==> src/hw/rtl/bfh_pkg.sv <==
// Package: constants and types for the bloom filter.
package bfh_pkg;
    localparam int unsigned FILTER_SIZE_DEF = 1048576;
    localparam logic [31:0] RS_MUL_INIT  = 32'd63689;
    localparam logic [31:0] RS_MUL_STEP  = 32'd378551;
    localparam logic [31:0] JS_INIT      = 32'd1315423911;
    localparam logic [31:0] DJB_INIT     = 32'd5381;
    localparam logic [31:0] AP_INIT      = 32'hAAAAAAAA;
    localparam logic [31:0] TOP_MASK     = 32'hF0000000;
    localparam logic [31:0] BKDR_SEED    = 32'd131;
    localparam logic        ACT_ADD      = 1'b0;
    localparam logic        ACT_TEST     = 1'b1;

    typedef enum logic [2:0] {
        t_ST_IDLE,
        t_ST_CLEAR,
        t_ST_MOD,
        t_ST_READ,
        t_ST_WAIT,
        t_ST_WRITE
    } t_state;

    typedef struct packed {
        logic        start;
        logic [31:0] value;
    } t_mod_req;

    typedef struct packed {
        logic        done;
        logic [31:0] rem;
    } t_mod_rsp;
endpackage

==> src/hw/rtl/bfh_mod.sv <==
// Remainder by the filter size through reciprocal multiplication; operand, estimate and remainder are registered.
module bfh_mod import bfh_pkg::*; #(
    parameter int unsigned FILTER_SIZE = FILTER_SIZE_DEF
) (
    input  logic     i_clk,
    input  logic     i_rst_n,
    input  t_mod_req i_req,
    output t_mod_rsp o_rsp
);
    localparam logic [31:0] DIVISOR = 32'(FILTER_SIZE);
    // floor(2^32 / divisor): the quotient estimate is low by at most one
    localparam logic [31:0] RECIP   = 32'(64'h1_0000_0000 / 64'(FILTER_SIZE));

    logic [31:0] r_x, r_q, r_r;
    logic        r_v1, r_v2;
    logic [31:0] q_est;

    assign q_est = 32'((64'(i_req.value) * 64'(RECIP)) >> 32);

    always_ff @(posedge i_clk) begin
        if (!i_rst_n) begin
            r_v1 <= 1'b0;
            r_v2 <= 1'b0;
        end else begin
            r_v1 <= i_req.start;
            r_v2 <= r_v1;
        end
        if (i_req.start) begin
            r_x <= i_req.value;
            r_q <= q_est;
        end
        if (r_v1) begin
            r_r <= r_x - r_q * DIVISOR;
        end
    end

    // Fold the one possible extra divisor out of the partial remainder.
    assign o_rsp.done = r_v2;
    assign o_rsp.rem  = (r_r >= DIVISOR) ? r_r - DIVISOR : r_r;
endmodule

==> config.mk <==
export PLATFORM = sky130hd
export DESIGN_NAME = bfh_mod
export DESIGN_NICKNAME = d
export VERILOG_FILES = /design/src/hw/rtl/bfh_pkg.sv /design/src/hw/rtl/bfh_mod.sv
export SDC_FILE = /design/constraint.sdc
export NUM_CORES = 1
export LEC_CHECK = 0
export BUFFER_PORTS_ARGS = -buffer_cell sky130_fd_sc_hd__buf_2
export CORE_UTILIZATION = 40
export CTS_BUF_LIST = sky130_fd_sc_hd__clkbuf_4 sky130_fd_sc_hd__clkbuf_8 sky130_fd_sc_hd__clkbuf_16
export CTS_CLUSTER_SIZE = 40
export DETAILED_ROUTE_END_ITERATION = 16
export HOLD_SLACK_MARGIN = 0.03
export PLACE_DENSITY = 0.71
export SLEW_MARGIN = 20
export SYNTH_ARGS = -nofsm -noshare
export SYNTH_HDL_FRONTEND = slang
export SYNTH_SLANG_ARGS = --single-unit
==> constraint.sdc <==
create_clock -name i_clk -period 1.7 [get_ports i_clk]
set_clock_uncertainty 0.15 [all_clocks]
set_input_delay 0.085 -clock i_clk [delete_from_list [all_inputs] [get_ports i_clk]]
set_output_delay 0.085 -clock i_clk [all_outputs]
set_load 0.02 [all_outputs]
# Yosys cells after proc, flatten, opt, wreduce, memory -nomap -nowiden

Index checks and enable logic that the tools add are counted.

Shift-type cells: 0
Add/subtract/negate cells: 2
Div/mod/pow operators: 0
Reduce and logical (&&, ||, !) cells: 0
Eq/ne operators: 0
Multiply operators: 0
$lt $le $gt $ge: 1
Mux-type cells: 1
Bitwise operators: 0

Operator list:

| kind                   | number |
|---|---|
| $ge 32x21->1 const B   | 1 |
| $mux 32                | 1 |
| $sub 32x21->32 const B | 1 |
| $sub 32x32->32         | 1 |

Latch bits: 0
Input bits: 35
Register bits: 78
Output and inout port bits: 33
Memory bits (read-only): 0
RAM bits: 0
Memories kept: 0

# Logic depth before layout (Yosys ltp)

Gate-level depths: netlist (run 1).

Depth in word-level cells: 2
Mapped depth: 1
Mapped depth without buffers: 1

# Worst setup path after synthesis (run 1)

Ideal clock, no wire load.

Path type: reg2reg
Start point: register r_v1
End point: register r_r[0], enable pin
Buffers on the path: 0
Path slack: 0.458 ns
Arrival time: 0.714 ns
Cell stages (with the launch flop): 1
Cells stage by stage: dfxtp_1

RTL lines:

| item                     | line          | RTL |
|---|---|---|
| start: declaration       | bfh_mod.sv:15 | `logic r_v1, r_v2;` |
| start signal: assignment | bfh_mod.sv:25 | `r_v1 <= i_req.start;` |
| end signal: assignment   | bfh_mod.sv:33 | `r_r <= r_x - r_q * DIVISOR;` |
| end: declaration         | bfh_mod.sv:14 | `logic [31:0] r_x, r_q, r_r;` |

No word-level cell between the ends.

==> results of run 1 <==
[cell type report]
class	count	area share
clock inverters	1	0.00269
well taps	44	0.0296
multi-input cells	14	0.0310
repair buffers	66	0.237
flip-flops and latches	42	0.668
clock buffers	7	0.0316
[cell families (layout without fill, tap and decap cells)]
kind of cell | count (synthesis) | after routing | synth area share
buf+inv | 13 | 74 | 0.0720
flops | 42 | 42 | 0.916
other cells | 1 | 12 | 0.00277
simple gates | 2 | 2 | 0.00923
[sequential cells by signal, summed over array words and instances (netlist names)]
| signal | count |
|---|---|
| r_r | 20 |
| r_v1 | 1 |
| r_v2 | 1 |
| r_x | 20 |
[metrics by stage]
stage | worst slack [ps] | instances | util | hold slack [ps] | area, sq um
finish | 558 | 174 | 0.594 | 68.0 | 1860
global route | 507 | 174 | 0.594 | 73.5 | 1860
CTS | 536 | 174 | 0.594 | 64.2 | 1860
detailed placement | 711 | 145 | 0.506 | 113 | 1580
global placement | 730 | 145 | 0.506 | 113 | 1580
floorplan | 458 | 69 | - | 33.9 | 1400
[path summary, 6_finish.rpt]
path | start | to | slack, ps
hold reg to reg | r_x[1] | r_r[1] | 280
setup / recovery | r_r[19] | o_rsp[19] | 560
setup reg to reg | r_v1 | r_r[0] | 730
hold / removal | i_req[32] | r_x[3] | 70
[cells in the final DEF, fill, tap and decap left out, drive strengths merged]
| cell | n |
|---|---|
| dfxtp | 2 |
| conb | 12 |
| clkinv | 1 |
| dlygate4sd3 | 21 |
| and2 | 2 |
| buf | 45 |
| edfxtp | 40 |
| clkbuf | 7 |
[power by group through the flow]
stage                     registers (mW)  logic, mW  clock network (mW)
after detailed placement            1.26      0.150                   0
after CTS                           1.24      0.187               0.519
after floorplan                     1.31     0.0480                   0
final                               1.24      0.187               0.493
after global placement              1.26      0.148                   0
after global routing                1.25      0.201               0.552
[routing by layer]
layer	up-vias	GRT usage	wire, um
li1	332	-	-
met1	305	0.0999	694
met2	37	0.210	1100
met3	4	0.0476	127
met4	0	0.0698	28
met5	-	0	0
==> run_results.csv, run 1 <==
group,metric,value,unit
outcome,outcome,"finished, final reports clean",
final_layout,antenna_cells,0,
logic_synthesis,netlist_area,1360,sq um
final_layout,layout-drive-gt1-share,0.408,
route,vias,678,
die,die-area,3620,sq um
logic_synthesis,postSynthCellCount,58,
worst_setup_path,crit_chain,"buf_2",
placement,gp_congestion,0.701,
logic_synthesis,syn_area_per_cell,23.4,sq um
global_route,grt_pass1_vias,618,
power,p_seq_frac,0.645,
logic_synthesis,synth_area_leaders,"edfxtp_1 89%, buf_4 7.2%, dfxtp_1 3.0%",
die,core_area,3130,sq um
worst_setup_path,rr_worst_depth,1,
clock_tree,cts_tree,"built",
job,drv_cap,0,
power,p_sw_frac,0.212,
power,leakage,0.751,nW
timing,fin_crit_sh,0.672,
logic_synthesis,synthArstFlopShare,0,
clock_tree,root_buffer,"clkbuf_4",
worst_setup_path,cp_max_fo,1,
min_path,whs_path_depth,1,
clock_tree,cts_buffer_depth,2,
placement,place.port_buffers,43,
die,rows,20,
worst_setup_path,path_buf_inv,1,
worst_setup_path,cp.arrival,910,ps
worst_setup_path,path_class,"reg -> out",
timing,clock.fmax,876,MHz
route,ant_nets,0,
worst_setup_path,crit_family,"flip-flops",
global_route,antenna_found_initial,0,
clock_tree,cts.sinks,42,
worst_setup_path,worst_ep_required_time,1460,ps
logic_synthesis,yosysSeqAreaShare,0.916,
die,die-height,60.2,um
timing,maxSlewViolCount,0,
clock_tree,postCtsSetupRepairBufs,0,
placement,dpl.hpwl,1190,um
die,die_w,60.2,um
global_route,grt_pass1_wl,2690,um
timing,min_period,1140,ps
logic_synthesis,synth_area_leader_cell,"edfxtp_1",
route,drt_iter0_drc,21,
timing,hold_viol,0,
power,ir_worst_vdd,0.000615,V
logic_synthesis,synth_most_common_cell,"edfxtp_1",
clock_tree,cts_made_buffers,5,
route,drt-pass1-iter-count,3,
logic_synthesis,dominantRegCellSynth,"edfxtp_1",
die,io_pins,68,
route,wl_per_cell,11.2,um
logic_synthesis,yosysWarnings,0,
power,power_frac_comb,0.097,
min_path,holdCritPathClass,"in -> reg",
final_layout,multi_input_area,57.6,sq um
global_route,overflow,0,
route,vias_per_cell,3.90,
worst_setup_path,path_depth,1,
final_layout,syn_to_final_growth,37.1,%
timing,rsz0062_at_grt,"false",
logic_synthesis,synth_commonest_cells,"40 x edfxtp_1, 13 x buf_4, 2 x and2_1, 2 x dfxtp_1, 1 x conb_1",
power,p_int,1.51,mW
power,power_switching,0.406,mW
clock_tree,htreeDepth,2,
power,clock_power_share,0.257,
worst_setup_path,end_kind,"primary output",
final_layout,seq_area,1240,sq um
power,total_power,1.92,mW
clock_tree,ctsResizeCount,0,
worst_setup_path,cpPeakStageDelay,400,ps
clock_tree,clock_latency,330,ps
power,p_per_area,1030,nW/um^2
final_layout,fillers,241,
clock_tree,cts_hold_repair.buffers,21,
final_layout,nets,164,
logic_synthesis,synth_edf_count,40,
timing,setup_viol,0,
logic_synthesis,ys_types,5,
global_route,grt_max_degree,22,
route,drc,0,
timing,setup_tns,0,ps
logic_synthesis,ys_ff_latch,42,
die,initial_core_util,0.433,
route,finalWirelength,1950,um
global_route,grt_use_total,0.114,
worst_setup_path,cp_slowest_cell,"edfxtp_1",
clock_tree,path_clk_slew,110,ps
logic_synthesis,synth_top_area_share,0.886,
worst_setup_path,start_kind,"flop",
Power figures use the tool's default switching activity.
==> inputs of run 2 (changes only) <==
Settings changed: CORE_UTILIZATION 40 to 39, PLACE_DENSITY 0.71 to 0.73.
Clock period 1.7 ns to 1 ns, I/O delays scaled along.
==> run 2 against run 1 <==
Net effect:
- the run now ends with setup timing left
- power grew 88%
- clock power grew 120%
- first-iteration DRC count decreased by 76%
- clock-buffer cell count stayed put
- utilization up 1.2 points
- combinational power is 110% higher
- sequential power grew 71%
- wire length rose by 1.2%
- flip-flop and latch count stayed put
- final area up 8.8%
- critical path depth did not move
- register-to-register slack worse by 710 ps
- critical endpoint is now o_rsp[15]
- largest cell class unchanged
- highest routed layer unchanged
==> run_results.csv, run 2 (synthesized netlist as in run 1, its figures left out) <==
group,metric,value,unit
outcome,outcome,"complete, but fails checks",
outcome,violations,"setup timing",
worst_setup_path,crit_family,"flip-flops",
global_route,antenna_found_initial,0,
placement,place_ws,24.1,ps
final_layout,layout-drive-gt1-share,0.429,
placement,dpl.hpwl,1170,um
worst_setup_path,cpPeakStageDelay,410,ps
min_path,whs_path_depth,2,
final_layout,syn_to_final_growth,49.2,%
power,p_int,2.89,mW
timing,hold_ws,266,ps
final_layout,final_common_cell,"edfxtp_1",
global_route,grt_max_degree,22,
clock_tree,path_clk_slew,120,ps
die,die-area,3710,sq um
worst_setup_path,worst_ep_required_time,800,ps
worst_setup_path,cp.arrival,890,ps
timing,setup_viol,20,
clock_tree,root_buffer,"clkbuf_4",
power,ir_worst_vdd,0.000991,V
power,p_sw_frac,0.198,
power,p_seq_frac,0.587,
worst_setup_path,rr_worst_depth,1,
final_layout,largestRegisters,"r_r: 20 flops, r_x: 20 flops",
final_layout,fillers,269,
worst_setup_path,crit_chain,"buf_6",
final_layout,antenna_cells,0,
worst_setup_path,start_kind,"flop",
clock_tree,clock_latency,330,ps
route,vias_per_cell,3.92,
power,power_frac_comb,0.107,
route,drt_iter0_drc,5,
placement,place.port_buffers,43,
job,drv_cap,0,
final_layout,seq_area,1250,sq um
route,finalWirelength,1980,um
power,p_per_area,1780,nW/um^2
die,io_pins,68,
die,die_w,60.9,um
timing,clock.fmax,914,MHz
power,leakage,0.812,nW
worst_setup_path,r2r_setup_slack,20,ps
clock_tree,htreeDepth,2,
route,drt-pass1-iter-count,4,
timing,min_period,1090,ps
global_route,overflow,0,
clock_tree,cts_buffer_depth,2,
route,ant_nets,0,
placement,gp_congestion,0.600,
route,wl_per_cell,11.0,um
worst_setup_path,path_buf_inv,1,
timing,fin_crit_sh,1.09,
timing,rsz0062_at_grt,"true",
die,core_area,3340,sq um
global_route,grt_use_total,0.117,
final_layout,final_cell_mix,"40 x edfxtp_1, 28 x buf_2, 22 x dlygate4sd3_1",
final_layout,final_util,0.606,
power,power_switching,0.712,mW
die,initial_core_util,0.406,
timing,hold_viol,0,
worst_setup_path,cp_max_fo,1,
die,die-height,60.9,um
route,drc,0,
clock_tree,cts_made_buffers,5,
worst_setup_path,path_class,"reg -> out",
global_route,grt_pass1_vias,655,
worst_setup_path,cp_slowest_cell,"edfxtp_1",
clock_tree,cts.sinks,42,
worst_setup_path,end_kind,"primary output",
final_layout,multi_input_area,57.6,sq um
route,vias,701,
worst_setup_path,path_depth,1,
power,clock_power_share,0.306,
timing,maxSlewViolCount,0,
min_path,holdCritPathClass,"in -> reg",
clock_tree,cts_tree,"built",
die,rows,21,
timing,worst_slack,-93.5,ps
global_route,grt_pass1_wl,2760,um
final_layout,nets,167,
## run 2: changes by cell type in the layout (fill, tap and decap cells not counted), sizes merged
cell | before | now
buf | 45 | 47
bufinv | 0 | 1
clkinv | 1 | 0
dlygate4sd3 | 21 | 22
## run 2: cell type report
cell class | instances | share of cell area
multi-input combinational | 14 | 0.0285
timing repair buffer | 69 | 0.283
clock buffer | 7 | 0.0291
clock inverter | 1 | 0.0149
tap | 46 | 0.0285
sequential | 42 | 0.616
## run 2: path summary, 6_finish.rpt
check,end,from
worst min register to register,r_r[17],r_x[17]
worst max-delay path,o_rsp[15],r_r[15]
worst min-delay path,r_x[11],i_req[11]
worst max register to register,r_r[4],r_v1
## run 2: what timing repair did
item                                    CTS  global route
setup buffers                             0             3
endpoints found under the hold margin    42             0
gates resized for setup                   5            26
hold buffers                             22             0
endpoints found under the setup margin   21            35
## run 2: power by group through the flow
stage	Combinational (mW)	Sequential (mW)	Clock (mW)
floorplan	0.0816	2.23	0
global placement	0.242	2.15	0
detailed placement	0.245	2.16	0
CTS	0.316	2.12	1.14
global route	0.411	2.13	1.22
finish	0.384	2.12	1.10
## run 2: stage by stage
stage                     TNS (ps)  total power, mW  instance area, sq um  instances
after global placement           0             2.39                  1600        146
after floorplan                  0             2.31                  1400         69
after global routing         -2760             3.75                  2020        179
after detailed placement         0             2.41                  1600        146
final                        -1370             3.60                  2020        179
after CTS                    -1750             3.57                  1920        176
## run 2: metal layers
layer  global-route usage  vias up  wire length, um
li1                     -      336                -
met1                0.100      334              560
met2                0.198       27             1310
met3               0.0661        4               76
met4               0.0909        0               22
met5                    0        -                0
==> inputs of run 3 (changes only) <==
Settings changed: ABC_AREA set to 1, BUFFER_PORTS_ARGS -buffer_cell sky130_fd_sc_hd__buf_2 to -buffer_cell sky130_fd_sc_hd__buf_4, MAX_ROUTING_LAYER set to met4.
==> run 3 against run 2 <==
Net effect:
- the flow still finishes with violations (setup timing)
- clock power down 23%
- global-route usage grew 0.75 points
- register-to-register slack is essentially flat
- worst hold slack better by 2.3 ps
- synthesized cell count increased by 3.4%
- clock-buffer cell count unchanged
- critical endpoint is now o_rsp[16]
- combinational power is 10% higher
- first-iteration DRC count increased to 4.6 times the previous value
- sequential share of layout area down 1.5 points
- utilization increased by 1.5 points
- sequential power about the same
==> run_results.csv, run 3 <==
group,metric,value,unit
global_route,grt_use_total,0.124,
die,die-height,61,um
global_route,grt_pass1_wl,2820,um
die,initial_core_util,0.407,
global_route,met1_usage,0.0999,
logic_synthesis,ys_types,6,
global_route,top_usage_layer,"met2",
route,drc,0,
clock_tree,cts_buffer_depth,2,
die,rows,21,
final_layout,final_util,0.621,
power,p_per_area,1630,nW/um^2
route,wl_per_cell,11.5,um
global_route,grtUsageMet2,0.214,
logic_synthesis,synthArstFlopShare,0,
final_layout,antenna_cells,0,
job,drv_cap,0,
worst_setup_path,rr_worst_depth,1,
timing,min_period,1100,ps
worst_setup_path,start_kind,"flop",
worst_setup_path,rr_startpoint,"r_v1",
worst_setup_path,rr_endpoint,"r_r[16]",
worst_setup_path,cpPeakStageDelay,420,ps
route,ant_nets,0,
route,vias_per_cell,3.91,
route,vias,704,
power,ir_worst_vdd,0.00110,V
die,io_pins,68,
die,die_w,61,um
worst_setup_path,crit_family,"flip-flops",
worst_setup_path,path_buf_inv,1,
global_route,grt_max_degree,22,
clock_tree,clock_latency,330,ps
logic_synthesis,netlist_area,1360,sq um
clock_tree,cts_tree,"built",
logic_synthesis,syn_area_per_cell,22.6,sq um
final_layout,final_cells,180,
clock_tree,root_buffer,"clkbuf_4",
global_route,overflow,0,
final_layout,final_common_cell,"edfxtp_1",
logic_synthesis,synth_most_common_cell,"edfxtp_1",
route,finalWirelength,2070,um
worst_setup_path,worst_ep_required_time,800,ps
placement,gp_congestion,0.596,
global_route,grt_use_met3,0.0448,
outcome,outcome,"complete, but fails checks",
final_layout,nets,168,
timing,fin_crit_sh,1.10,
min_path,worstHoldStart,"r_x[19]",
logic_synthesis,synth_area_leader_cell,"edfxtp_1",
worst_setup_path,crit_chain,"buf_6",
worst_setup_path,cp.arrival,900,ps
clock_tree,htreeDepth,2,
worst_setup_path,r2r_setup_slack,20,ps
outcome,violations,"setup timing",
logic_synthesis,synth_area_leaders,"edfxtp_1 88%, buf_4 7.2%, dfxtp_1 2.9%",
clock_tree,cts_made_buffers,5,
final_layout,layout-drive-gt1-share,0.418,
logic_synthesis,ys_ff_latch,42,
worst_setup_path,end_kind,"primary output",
timing,worst_slack,-102,ps
power,total_power,3.38,mW
placement,dpl.hpwl,1130,um
clock_tree,cts.sinks,42,
final_layout,final_cell_mix,"40 x edfxtp_1, 25 x buf_4, 22 x dlygate4sd3_1",
logic_synthesis,yosysWarnings,0,
route,drt_iter0_drc,23,
timing,rsz0062_at_grt,"true",
power,leakage,0.839,nW
logic_synthesis,synth_commonest_cells,"40 x edfxtp_1, 13 x buf_4, 2 x dfxtp_1, 2 x inv_1, 2 x nand2_1",
placement,placed_cells,147,
timing,maxSlewViolCount,0,
placement,place.port_buffers,43,
placement,place_ws,19.3,ps
min_path,whs_path_depth,0,
timing,clock.fmax,908,MHz
timing,hold_viol,0,
final_layout,largestRegisters,"r_r: 20 flops, r_x: 20 flops",
die,die-area,3720,sq um
worst_setup_path,cp_slowest_cell,"edfxtp_1",
timing,setup_viol,30,
logic_synthesis,dominantRegCellSynth,"edfxtp_1",
min_path,hold-path-endpoint,"r_r[19]",
logic_synthesis,yosysSeqAreaShare,0.914,
global_route,grt_pass1_vias,634,
logic_synthesis,synth_edf_count,40,
timing,hold_ws,269,ps
min_path,holdCritPathClass,"reg -> reg",
final_layout,syn_to_final_growth,52.6,%
logic_synthesis,synth_top_area_share,0.885,
worst_setup_path,cp_max_fo,1,
die,core_area,3340,sq um
global_route,antenna_found_initial,0,
logic_synthesis,postSynthCellCount,60,
route,drt-pass1-iter-count,6,
clock_tree,path_clk_slew,110,ps
worst_setup_path,path_class,"reg -> out",
[run 3: cell count changes after synthesis, sizes merged]
| cell | change |
|---|---|
| nand2 | +2 |
| and2 | -2 |
| inv | +2 |
[run 3: per-layer routing]
metal | routed length, um | part of all wire
met5 | 0 | 0
met4 | 106 | 0.051
met3 | 80 | 0.039
met2 | 1280 | 0.62
met1 | 598 | 0.29
[run 3: final cells by class]
class / instances / area [sq um]
Timing Repair Buffer: 68 / 644
Multi-Input combinational cell: 14 / 52.6
Fill cell: 268 / 1260
Sequential cell: 42 / 1250
Tap cell: 46 / 57.6
Clock buffer: 7 / 58.8
Clock inverter: 1 / 5.00
Inverter: 2 / 7.51
[run 3: cell families (layout without fill, tap and decap cells)]
family	count (synthesis)	after routing	synth area share
buffers and inverters	15	78	0.0774
DFF	42	42	0.914
other	1	12	0.00276
and+or+nand+nor	2	2	0.00553
[run 3: how the worst max path moves through the flow]
stage | start | end | slack (ps) | cells after the start
finish | r_r[16] | o_rsp[16] | -100 | 1
global route | r_r[16] | o_rsp[16] | -170 | 1
CTS | r_r[19] | o_rsp[19] | -110 | 1
floorplan | r_v1 | r_r[0] | 80 | 0
detailed placement | r_v1 | r_r[13] | 20 | 0
global placement | r_v1 | r_r[18] | 30 | 0
[run 3: repair_timing]
action | in CTS | in global routing
gates resized for setup | 19 | 3
pin swaps | 0 | 0
endpoints found under the setup margin | 21 | 41
hold buffers | 22 | 0
setup buffers | 0 | 3
hold endpoints to repair | 42 | 0
[run 3: stage by stage]
stage	setup TNS, ps	cell area (sq um)
final	-1420	2070
after global routing	-2600	2070
after CTS	-1770	2040
after detailed placement	0	1690
after global placement	0	1690
after floorplan	0	1400
[run 3: power breakdown]
group          internal (mW)  switching [mW]  total (mW)
registers               2.07          0.0437        2.12
clock network          0.368           0.474       0.843
logic                  0.226           0.197       0.423
